**src/hdl/tce_pkg.sv**
```systemverilog
// Shared constants, action codes and the scroll command type of the text console engine.
// No dependencies.
package tce_pkg;

    // Default screen geometry
    localparam int DEF_COLUMNS = 80;
    localparam int DEF_ROWS    = 25;

    // Width of a cell count that covers the largest screen the ports allow (128 x 32 cells)
    localparam int SHIFT_W = 16;

    // Action codes
    localparam logic [2:0] ACT_PUT_CHAR   = 3'd0;
    localparam logic [2:0] ACT_SET_COLOR  = 3'd1;
    localparam logic [2:0] ACT_WRITE_CELL = 3'd2;
    localparam logic [2:0] ACT_SCROLL_UP  = 3'd3;
    localparam logic [2:0] ACT_SCROLL_DN  = 3'd4;
    localparam logic [2:0] ACT_READ_CELL  = 3'd5;

    // Characters and reset values
    localparam logic [7:0]  CH_SPACE    = 8'h20;
    localparam logic [7:0]  CH_NEWLINE  = 8'h0A;
    localparam logic [15:0] RESET_CELL  = 16'h0720;
    localparam logic [7:0]  RESET_COLOR = 8'h07;

    // Scroll request from the control logic to the sequencer
    typedef struct packed {
        logic               start;
        logic               up;
        logic [SHIFT_W-1:0] shift;
        logic [15:0]        blank;
    } scroll_cmd_t;

endpackage

```
**src/hdl/tce_scroll_seq.sv**
```systemverilog
// Cell-by-cell sequencer for the clearing pass after reset and for scrolls.
// Depends on tce_pkg; drives the cell store's read port and, in the following cycle, its write port.
module tce_scroll_seq
    import tce_pkg::*;
#(
    parameter int COLUMNS = DEF_COLUMNS,
    parameter int ROWS    = DEF_ROWS
) (
    input  logic          clk,
    input  logic          rst_n,
    input  scroll_cmd_t   cmd,
    output logic          busy,
    output logic [$clog2(ROWS*COLUMNS)-1:0] raddr,
    input  logic [15:0]   rdata,
    output logic          we,
    output logic [$clog2(ROWS*COLUMNS)-1:0] waddr,
    output logic [15:0]   wdata
);

    localparam int TOTAL = ROWS * COLUMNS;
    localparam int AW    = $clog2(TOTAL);
    localparam int CNTW  = AW + 1;

    localparam logic SQ_IDLE = 1'b0;
    localparam logic SQ_RUN  = 1'b1;

    logic            state_reg, state_next;
    logic            clear_reg, clear_next;
    logic            up_reg, up_next;
    logic [CNTW-1:0] cnt_reg, cnt_next;
    logic [CNTW-1:0] shift_reg, shift_next;
    logic [15:0]     blank_reg, blank_next;
    logic            pend_valid_reg, pend_valid_next;
    logic [AW-1:0]   pend_addr_reg, pend_addr_next;
    logic            pend_blank_reg, pend_blank_next;

    logic [CNTW-1:0] cell_addr;
    logic [CNTW-1:0] src_addr;
    logic            copy;
    logic            last;

    // Destination cell of this step: ascending for up, descending for down
    assign last      = (cnt_reg == CNTW'(TOTAL - 1));
    assign cell_addr = up_reg ? cnt_reg : (CNTW'(TOTAL - 1) - cnt_reg);
    assign copy      = !clear_reg &&
                       (up_reg ? (cell_addr < (CNTW'(TOTAL) - shift_reg))
                               : (cell_addr >= shift_reg));
    assign src_addr  = up_reg ? (cell_addr + shift_reg) : (cell_addr - shift_reg);
    assign raddr     = src_addr[AW-1:0];

    // Write stage: copied data comes back from the store in the cycle after its read
    assign we    = pend_valid_reg;
    assign waddr = pend_addr_reg;
    assign wdata = pend_blank_reg ? (clear_reg ? RESET_CELL : blank_reg) : rdata;
    assign busy  = (state_reg == SQ_RUN) || pend_valid_reg;

    // Sequencer next state
    always_comb
    begin
        state_next      = state_reg;
        clear_next      = clear_reg;
        up_next         = up_reg;
        cnt_next        = cnt_reg;
        shift_next      = shift_reg;
        blank_next      = blank_reg;
        pend_valid_next = 1'b0;
        pend_addr_next  = cell_addr[AW-1:0];
        pend_blank_next = !copy;
        case (state_reg)
            SQ_IDLE:
            begin
                if (cmd.start)
                begin
                    state_next = SQ_RUN;
                    clear_next = 1'b0;
                    up_next    = cmd.up;
                    cnt_next   = '0;
                    shift_next = cmd.shift[CNTW-1:0];
                    blank_next = cmd.blank;
                end
            end
            SQ_RUN:
            begin
                pend_valid_next = 1'b1;
                cnt_next        = cnt_reg + 1'b1;
                if (last)
                begin
                    state_next = SQ_IDLE;
                end
            end
            default:
            begin
                state_next = SQ_IDLE;
            end
        endcase
    end

    // Control registers; reset starts the clearing pass
    always_ff @(posedge clk or negedge rst_n)
    begin
        if (!rst_n)
        begin
            state_reg      <= SQ_RUN;
            clear_reg      <= 1'b1;
            up_reg         <= 1'b1;
            cnt_reg        <= '0;
            pend_valid_reg <= 1'b0;
        end
        else
        begin
            state_reg      <= state_next;
            clear_reg      <= clear_next;
            up_reg         <= up_next;
            cnt_reg        <= cnt_next;
            pend_valid_reg <= pend_valid_next;
        end
    end

    // Payload registers
    always_ff @(posedge clk)
    begin
        shift_reg      <= shift_next;
        blank_reg      <= blank_next;
        pend_addr_reg  <= pend_addr_next;
        pend_blank_reg <= pend_blank_next;
    end

endmodule

```
**config.mk**
```make
export PLATFORM = sky130hd
export DESIGN_NAME = tce_scroll_seq
export DESIGN_NICKNAME = d
export VERILOG_FILES = /design/src/hdl/tce_pkg.sv /design/src/hdl/tce_scroll_seq.sv
export SDC_FILE = /design/constraint.sdc
export NUM_CORES = 1
export LEC_CHECK = 0
export ABC_CLOCK_PERIOD_IN_PS = 5010
export CAP_MARGIN = 20
export CORE_UTILIZATION = 65
export CTS_BUF_LIST = sky130_fd_sc_hd__clkbuf_4 sky130_fd_sc_hd__clkbuf_8 sky130_fd_sc_hd__clkbuf_16
export DETAILED_ROUTE_END_ITERATION = 6
export DONT_BUFFER_PORTS = 1
export MAX_ROUTING_LAYER = met4
export PLACE_DENSITY = 0.92
export SLEW_MARGIN = 10
export SYNTH_ARGS = -nofsm -noshare
export SYNTH_HDL_FRONTEND = slang
export SYNTH_SLANG_ARGS = --single-unit
```
**constraint.sdc**
```tcl
create_clock -name clk -period 5.01 [get_ports clk]
set_clock_uncertainty 0.1 [all_clocks]
set_input_delay 0 -clock clk [delete_from_list [all_inputs] [get_ports clk]]
set_output_delay 0 -clock clk [all_outputs]
set_load 0.05 [all_outputs]
```
# == After elaboration in Yosys (flattened, before gate mapping) ==
# Index checks and enable logic that the tools add are counted.
# word_totals
register_bits,56
in_bits,52
out_inout_bits,40
wordCells,35
# op_classes
addsub,5
order_cmp,2
eq_ne,2
mux,11
n_bitwise,1
n_reduce_logical,5
# op_table
op,count
$mux W16,2
$mux W12,2
$pmux W12 S2,1
$sub A11 B12 Y12 const A,2
$add A12 B1 Y12 const B,1
$eq A12 B11 Y1 const B,1
$ge A12 B12 Y1,1
$lt A12 B12 Y1,1
$add A11 B11 Y11,1
$mux W11,1
$sub A11 B11 Y11,1
$mux W1,4
$logic_not A1 Y1,2
$ne A2 B2 Y1 const B,1
$pmux W1 S2,1
$reduce_and A2 Y1,1
$logic_and A1 B1 Y1,1
$logic_or A1 B1 Y1,1
$not A1 Y1,1

# == Logic depth before layout (Yosys ltp) ==
# depth
depth_word,6
mapped_depth,13
ltp_nobuf,13

# == Worst setup path after synthesis ==
# Ideal clock, no wire load.
# synth_timing
kind,register to output
startpoint,reg up_reg
endpoint,out raddr[9]
arrival_ps,3270
required_time_ps,4910
setup_slack_ps,1640
stages_incl_launch_ff,9
n_path_buf,2
cell_sequence,dfstp_2 clkbuf_1 clkbuf_1 mux2_2 ha_1 o21ai_0 a21oi_1 o21ai_1 o311ai_1
# synth_between
elab_chain_cells,3
# synth_lines
item,line_no,text
"start, declared",tce_scroll_seq.sv:29,"logic up_reg, up_next;"
"start signal, assigned",tce_scroll_seq.sv:113,up_reg <= up_next;
$mux W12 *,tce_scroll_seq.sv:44,assign cell_addr = up_reg ? cnt_reg : (CNTW'(TOTAL - 1) - cnt_reg);
via cell_addr[5],tce_scroll_seq.sv:37,logic [CNTW-1:0] cell_addr;
$sub A11 B11 Y11 or $add A11 B11 Y11 (tied branches),tce_scroll_seq.sv:48,assign src_addr = up_reg ? (cell_addr + shift_reg) : (cell_addr - shift_reg);
$mux W11 *,tce_scroll_seq.sv:48,
"end, declared",tce_scroll_seq.sv:13,"output logic [$clog2(ROWS*COLUMNS)-1:0] raddr,"
# The timed path passes the listed nets; every way through them passes the cells marked *.

# == Final worst setup path ==
# layout_timing
startpoint,reg up_reg
endpoint,out raddr[8]
# The elaborated chain is that of the path after synthesis.

==> run_summary.xml <==
<?xml version="1.0" encoding="UTF-8"?>
<metrics>
  <group name="sta">
    <metric name="final.hold.worst_slack" unit="ns">-0.007638</metric>
    <metric name="timing.setup.tns" unit="ns">0</metric>
    <metric name="setup_repair_after_global_routing_missed_its_margin" unit="">no</metric>
    <metric name="layout_worst_path_cycle_share" unit="%">75.23</metric>
    <metric name="fin_ws" unit="ns">1.241</metric>
    <metric name="timing.final.hold_violations" unit="">2</metric>
    <metric name="fin_crit" unit="ns">3.769</metric>
    <metric name="final_slew_violations" unit="">0</metric>
    <metric name="timing.fmax" unit="MHz">265.3</metric>
    <metric name="worst_pin_slew" unit="ns">1.113</metric>
    <metric name="timing.slew.headroom" unit="%">25.28</metric>
    <metric name="finalSetupViolCount" unit="">0</metric>
  </group>
  <group name="grt">
    <metric name="gr-usage-all-layers" unit="%">30.83</metric>
    <metric name="overflow_after_grt" unit="">0</metric>
    <metric name="antenna_found_initial" unit="">0</metric>
    <metric name="grt_first_pass_wirelength" unit="mm">12.43</metric>
    <metric name="number_of_global_route_vias_before_repair" unit="">2678</metric>
    <metric name="grt_start_max_net_pins" unit="">29</metric>
  </group>
  <group name="detailed_routing">
    <metric name="drc" unit="">0</metric>
    <metric name="via_count" unit="">2907</metric>
    <metric name="routed_via_density" unit="">6.146</metric>
    <metric name="ant_nets" unit="">0</metric>
    <metric name="drt_first_iter_violations" unit="">226</metric>
    <metric name="detail_route.first_pass.iterations" unit="">5</metric>
    <metric name="drt-total-wl" unit="mm">8.319</metric>
    <metric name="wl_per_cell" unit="um">17.59</metric>
  </group>
  <group name="status">
    <metric name="run_status" unit="">finished, violations left</metric>
    <metric name="failed_checks" unit="">negative hold slack</metric>
  </group>
  <group name="setup_path">
    <metric name="cpPeakStageDelay" unit="ns">0.85</metric>
    <metric name="critical_path_sink_type" unit="">output pin</metric>
    <metric name="crit_family" unit="">XOR/XNOR gates</metric>
    <metric name="cp_cell_sequence" unit="">xnor2_1, ha_1, inv_1, fa_1, nor2b_1, o21ai_1, a21boi_1, o21ai_1, a21oi_1, xor2_1</metric>
    <metric name="cp.buffers_inverters" unit="">1</metric>
    <metric name="slowest_stage" unit="">sky130_fd_sc_hd__dfstp_2</metric>
    <metric name="worstSetupStartpointType" unit="">register</metric>
    <metric name="critPathMaxFanout" unit="">25</metric>
    <metric name="worst_path_class_setup" unit="">reg2out</metric>
    <metric name="worstPathArrival" unit="ns">3.67</metric>
    <metric name="worst_ep_required_time" unit="ns">4.91</metric>
    <metric name="timing.critical_path.mode_cell" unit="">sky130_fd_sc_hd__o21ai_1</metric>
  </group>
  <group name="synth">
    <metric name="synth_warnings" unit="">0</metric>
    <metric name="synth_fp_nets" unit="">456</metric>
    <metric name="ys_async_sr_fraction" unit="%">28.57</metric>
    <metric name="synth_area_per_cell" unit="sq um">9.616</metric>
    <metric name="number_of_library_cell_types_mapped_by_synthesis" unit="">52</metric>
    <metric name="yosysSeqAreaShare" unit="%">42.20</metric>
    <metric name="syn_inst" unit="">366</metric>
    <metric name="synthFlopType" unit="">sky130_fd_sc_hd__edfxtp_1</metric>
    <metric name="post_synth_instance_area" unit="sq um">3520</metric>
    <metric name="synth_seq_cells" unit="">56</metric>
    <metric name="number_of_flops_mapped_to_enable_cells_by_yosys" unit="">28</metric>
  </group>
  <group name="floorplan">
    <metric name="ioPinCount" unit="">92</metric>
    <metric name="dieArea" unit="sq um">5713</metric>
    <metric name="floorplan_core_area" unit="sq um">5172</metric>
    <metric name="die_w" unit="um">75.59</metric>
    <metric name="dieHeight" unit="um">75.59</metric>
    <metric name="floorplan.initialDensity" unit="%">68.05</metric>
    <metric name="std_cell_rows" unit="">26</metric>
  </group>
  <group name="final_layout">
    <metric name="antenna_cells" unit="">0</metric>
    <metric name="nNetsFinal" unit="">492</metric>
    <metric name="area_delta_synth_final" unit="%">15.96</metric>
    <metric name="num-fill-cells" unit="">322</metric>
    <metric name="drive_gt1_share" unit="%">6.948</metric>
    <metric name="number_of_flip_flops_in_the_largest_register" unit="">16</metric>
  </group>
  <group name="clock_tree">
    <metric name="post_cts_resized" unit="">0</metric>
    <metric name="cts_tree" unit="">yes</metric>
    <metric name="clk-insertion-delay-late" unit="ns">0.32</metric>
    <metric name="cts_h_tree_depth" unit="">2</metric>
    <metric name="clockBufferDepth" unit="">2</metric>
    <metric name="cts.sinks" unit="">56</metric>
    <metric name="cts_root_buffer" unit="">sky130_fd_sc_hd__clkbuf_8</metric>
    <metric name="path_clk_slew" unit="ns">0.10</metric>
    <metric name="cts_inserted_buffers" unit="">5</metric>
  </group>
  <group name="placed_design">
    <metric name="preCtsSetupSlack" unit="ns">1.626</metric>
    <metric name="port_buffers" unit="">0</metric>
    <metric name="dpl.hpwl" unit="mm">5.443</metric>
    <metric name="routabilityCongestion" unit="">0.9052</metric>
  </group>
  <group name="worst_hold_path">
    <metric name="hp-class" unit="">in2reg</metric>
  </group>
  <group name="run">
    <metric name="maxCapViolCount" unit="">0</metric>
  </group>
</metrics>
-- cell usage after synthesis (all sizes together) (2+ instances only) --
library cell / number / area share, %
o22ai: 3 / 0.53
ha: 37 / 13
clkbuf: 11 / 1.2
or4: 2 / 0.53
a21oi: 18 / 2.6
nor4: 3 / 0.53
xnor2: 31 / 7.7
edfxtp: 28 / 24
o22a: 4 / 1.0
o21ai: 27 / 3.8
dfstp: 3 / 2.2
xor2: 7 / 2.0
a21boi: 2 / 0.43
mux2: 2 / 0.64
inv: 40 / 4.3
nand2b: 4 / 0.71
nor2: 18 / 2.0
dfxtp: 12 / 6.8
a21o: 10 / 2.1
nand4: 9 / 1.6
a31oi: 4 / 0.71
o31ai: 2 / 0.43
dfrtp: 13 / 9.2
o21a: 2 / 0.43
nand2: 31 / 3.3
nand3: 10 / 1.4
o211ai: 2 / 0.43
nor2b: 5 / 0.89
nor3: 9 / 1.3
-- tightest hold or removal path, delay by kind of cell --
family,cells,cell delay [ns]
simple gates,2,0.32
mux,1,0.06
-- worst paths after layout --
| path | from | to | slack (ns) | depth (start not counted) |
|---|---|---|---|---|
| max | up_reg$_DFFE_PN1P_ | raddr[8] | 1.24 | 10 |
| min | cmd[33] | cnt_reg[5]$_DFFE_PN0P_ | -0.008 | 3 |
| max reg2reg | shift_reg[1]$_DFFE_PP_ | pend_blank_reg$_DFF_P_ | 2.02 | 12 |
| min reg2reg | state_reg$_DFF_PN1_ | we$_DFF_PN0_ | 0.37 | 0 |
| max in group asynchronous | rst_n | cnt_reg[4]$_DFFE_PN0P_ | 4.28 | 1 |
| min in group asynchronous | rst_n | cnt_reg[11]$_DFFE_PN0P_ | 0.07 | 1 |
-- what timing repair did --
action | 4_1_cts | 5_1_grt
setup endpoints to repair | 0 | 0
hold buffers | 31 | 0
hold endpoints to repair | 52 | 0
buffers inserted | 0 | 0
-- area by class of cell --
type / instances / area, sq um / area share (%)
multi-input combinational: 258 / 1847 / 45.25
sequential: 56 / 1485 / 36.39
timing repair buffer: 40 / 397.9 / 9.749
inverter: 41 / 153.9 / 3.771
clock buffer: 7 / 101.3 / 2.483
tap: 70 / 87.58 / 2.146
clock inverter: 1 / 8.758 / 0.2146
-- layer usage --
metal  routed length [um]  track usage, %  up-vias  part of all wire (%)
met5                    0               -        -                     0
met4                  270           13.37        0                   3.2
met3                  465           6.085       32                   5.6
met2                 4251           52.18      136                    51
met1                 3331           35.76     1386                    40
li1                     -               -     1353                     -
-- cell usage in the layout, fill, tap and decap left out, types with 4 or more instances in the layout --
cell type and n:
sky130_fd_sc_hd__o21ai_0 19, sky130_fd_sc_hd__inv_1 39, sky130_fd_sc_hd__edfxtp_1 28, sky130_fd_sc_hd__o21ai_1 8, sky130_fd_sc_hd__a21o_1 10, sky130_fd_sc_hd__xor2_1 6
sky130_fd_sc_hd__dlygate4sd3_1 31, sky130_fd_sc_hd__nand4_1 9, sky130_fd_sc_hd__clkbuf_8 5, sky130_fd_sc_hd__o22a_1 4, sky130_fd_sc_hd__buf_4 8, sky130_fd_sc_hd__a21oi_1 18
sky130_fd_sc_hd__nor2_1 17, sky130_fd_sc_hd__nand2b_1 4, sky130_fd_sc_hd__nor3_1 9, sky130_fd_sc_hd__a31oi_1 4, sky130_fd_sc_hd__nand3_1 10, sky130_fd_sc_hd__nor2b_1 5
sky130_fd_sc_hd__dfxtp_1 12, sky130_fd_sc_hd__xnor2_1 31, sky130_fd_sc_hd__ha_1 37, sky130_fd_sc_hd__nand2_1 31, sky130_fd_sc_hd__dfrtp_1 13
-- kinds of logic (layout without fill, tap and decap cells) --
kind of cell	count (synthesis)	count (layout)	share of synthesized area [%]
compound gates	82	82	14.47
fa+ha+maj	38	38	13.72
mux	3	3	0.9242
flops	56	56	42.20
buf+inv	52	89	5.545
simple gates	97	97	13.47
xor+xnor	38	38	9.669
-- stage by stage --
| stage | instances | util (%) | cell area (sq um) |
|---|---|---|---|
| floorplan | 366 | - | 3520 |
| global placement | 433 | 70.25 | 3633 |
| detailed placement | 433 | 70.25 | 3633 |
| CTS | 472 | 78.37 | 4054 |
| global route | 473 | 78.91 | 4081 |
| finish | 473 | 78.91 | 4081 |
Power is left out: the tool's default activity adds up to more than one toggle a clock period on the data nets, which glitch-free logic cannot reach.
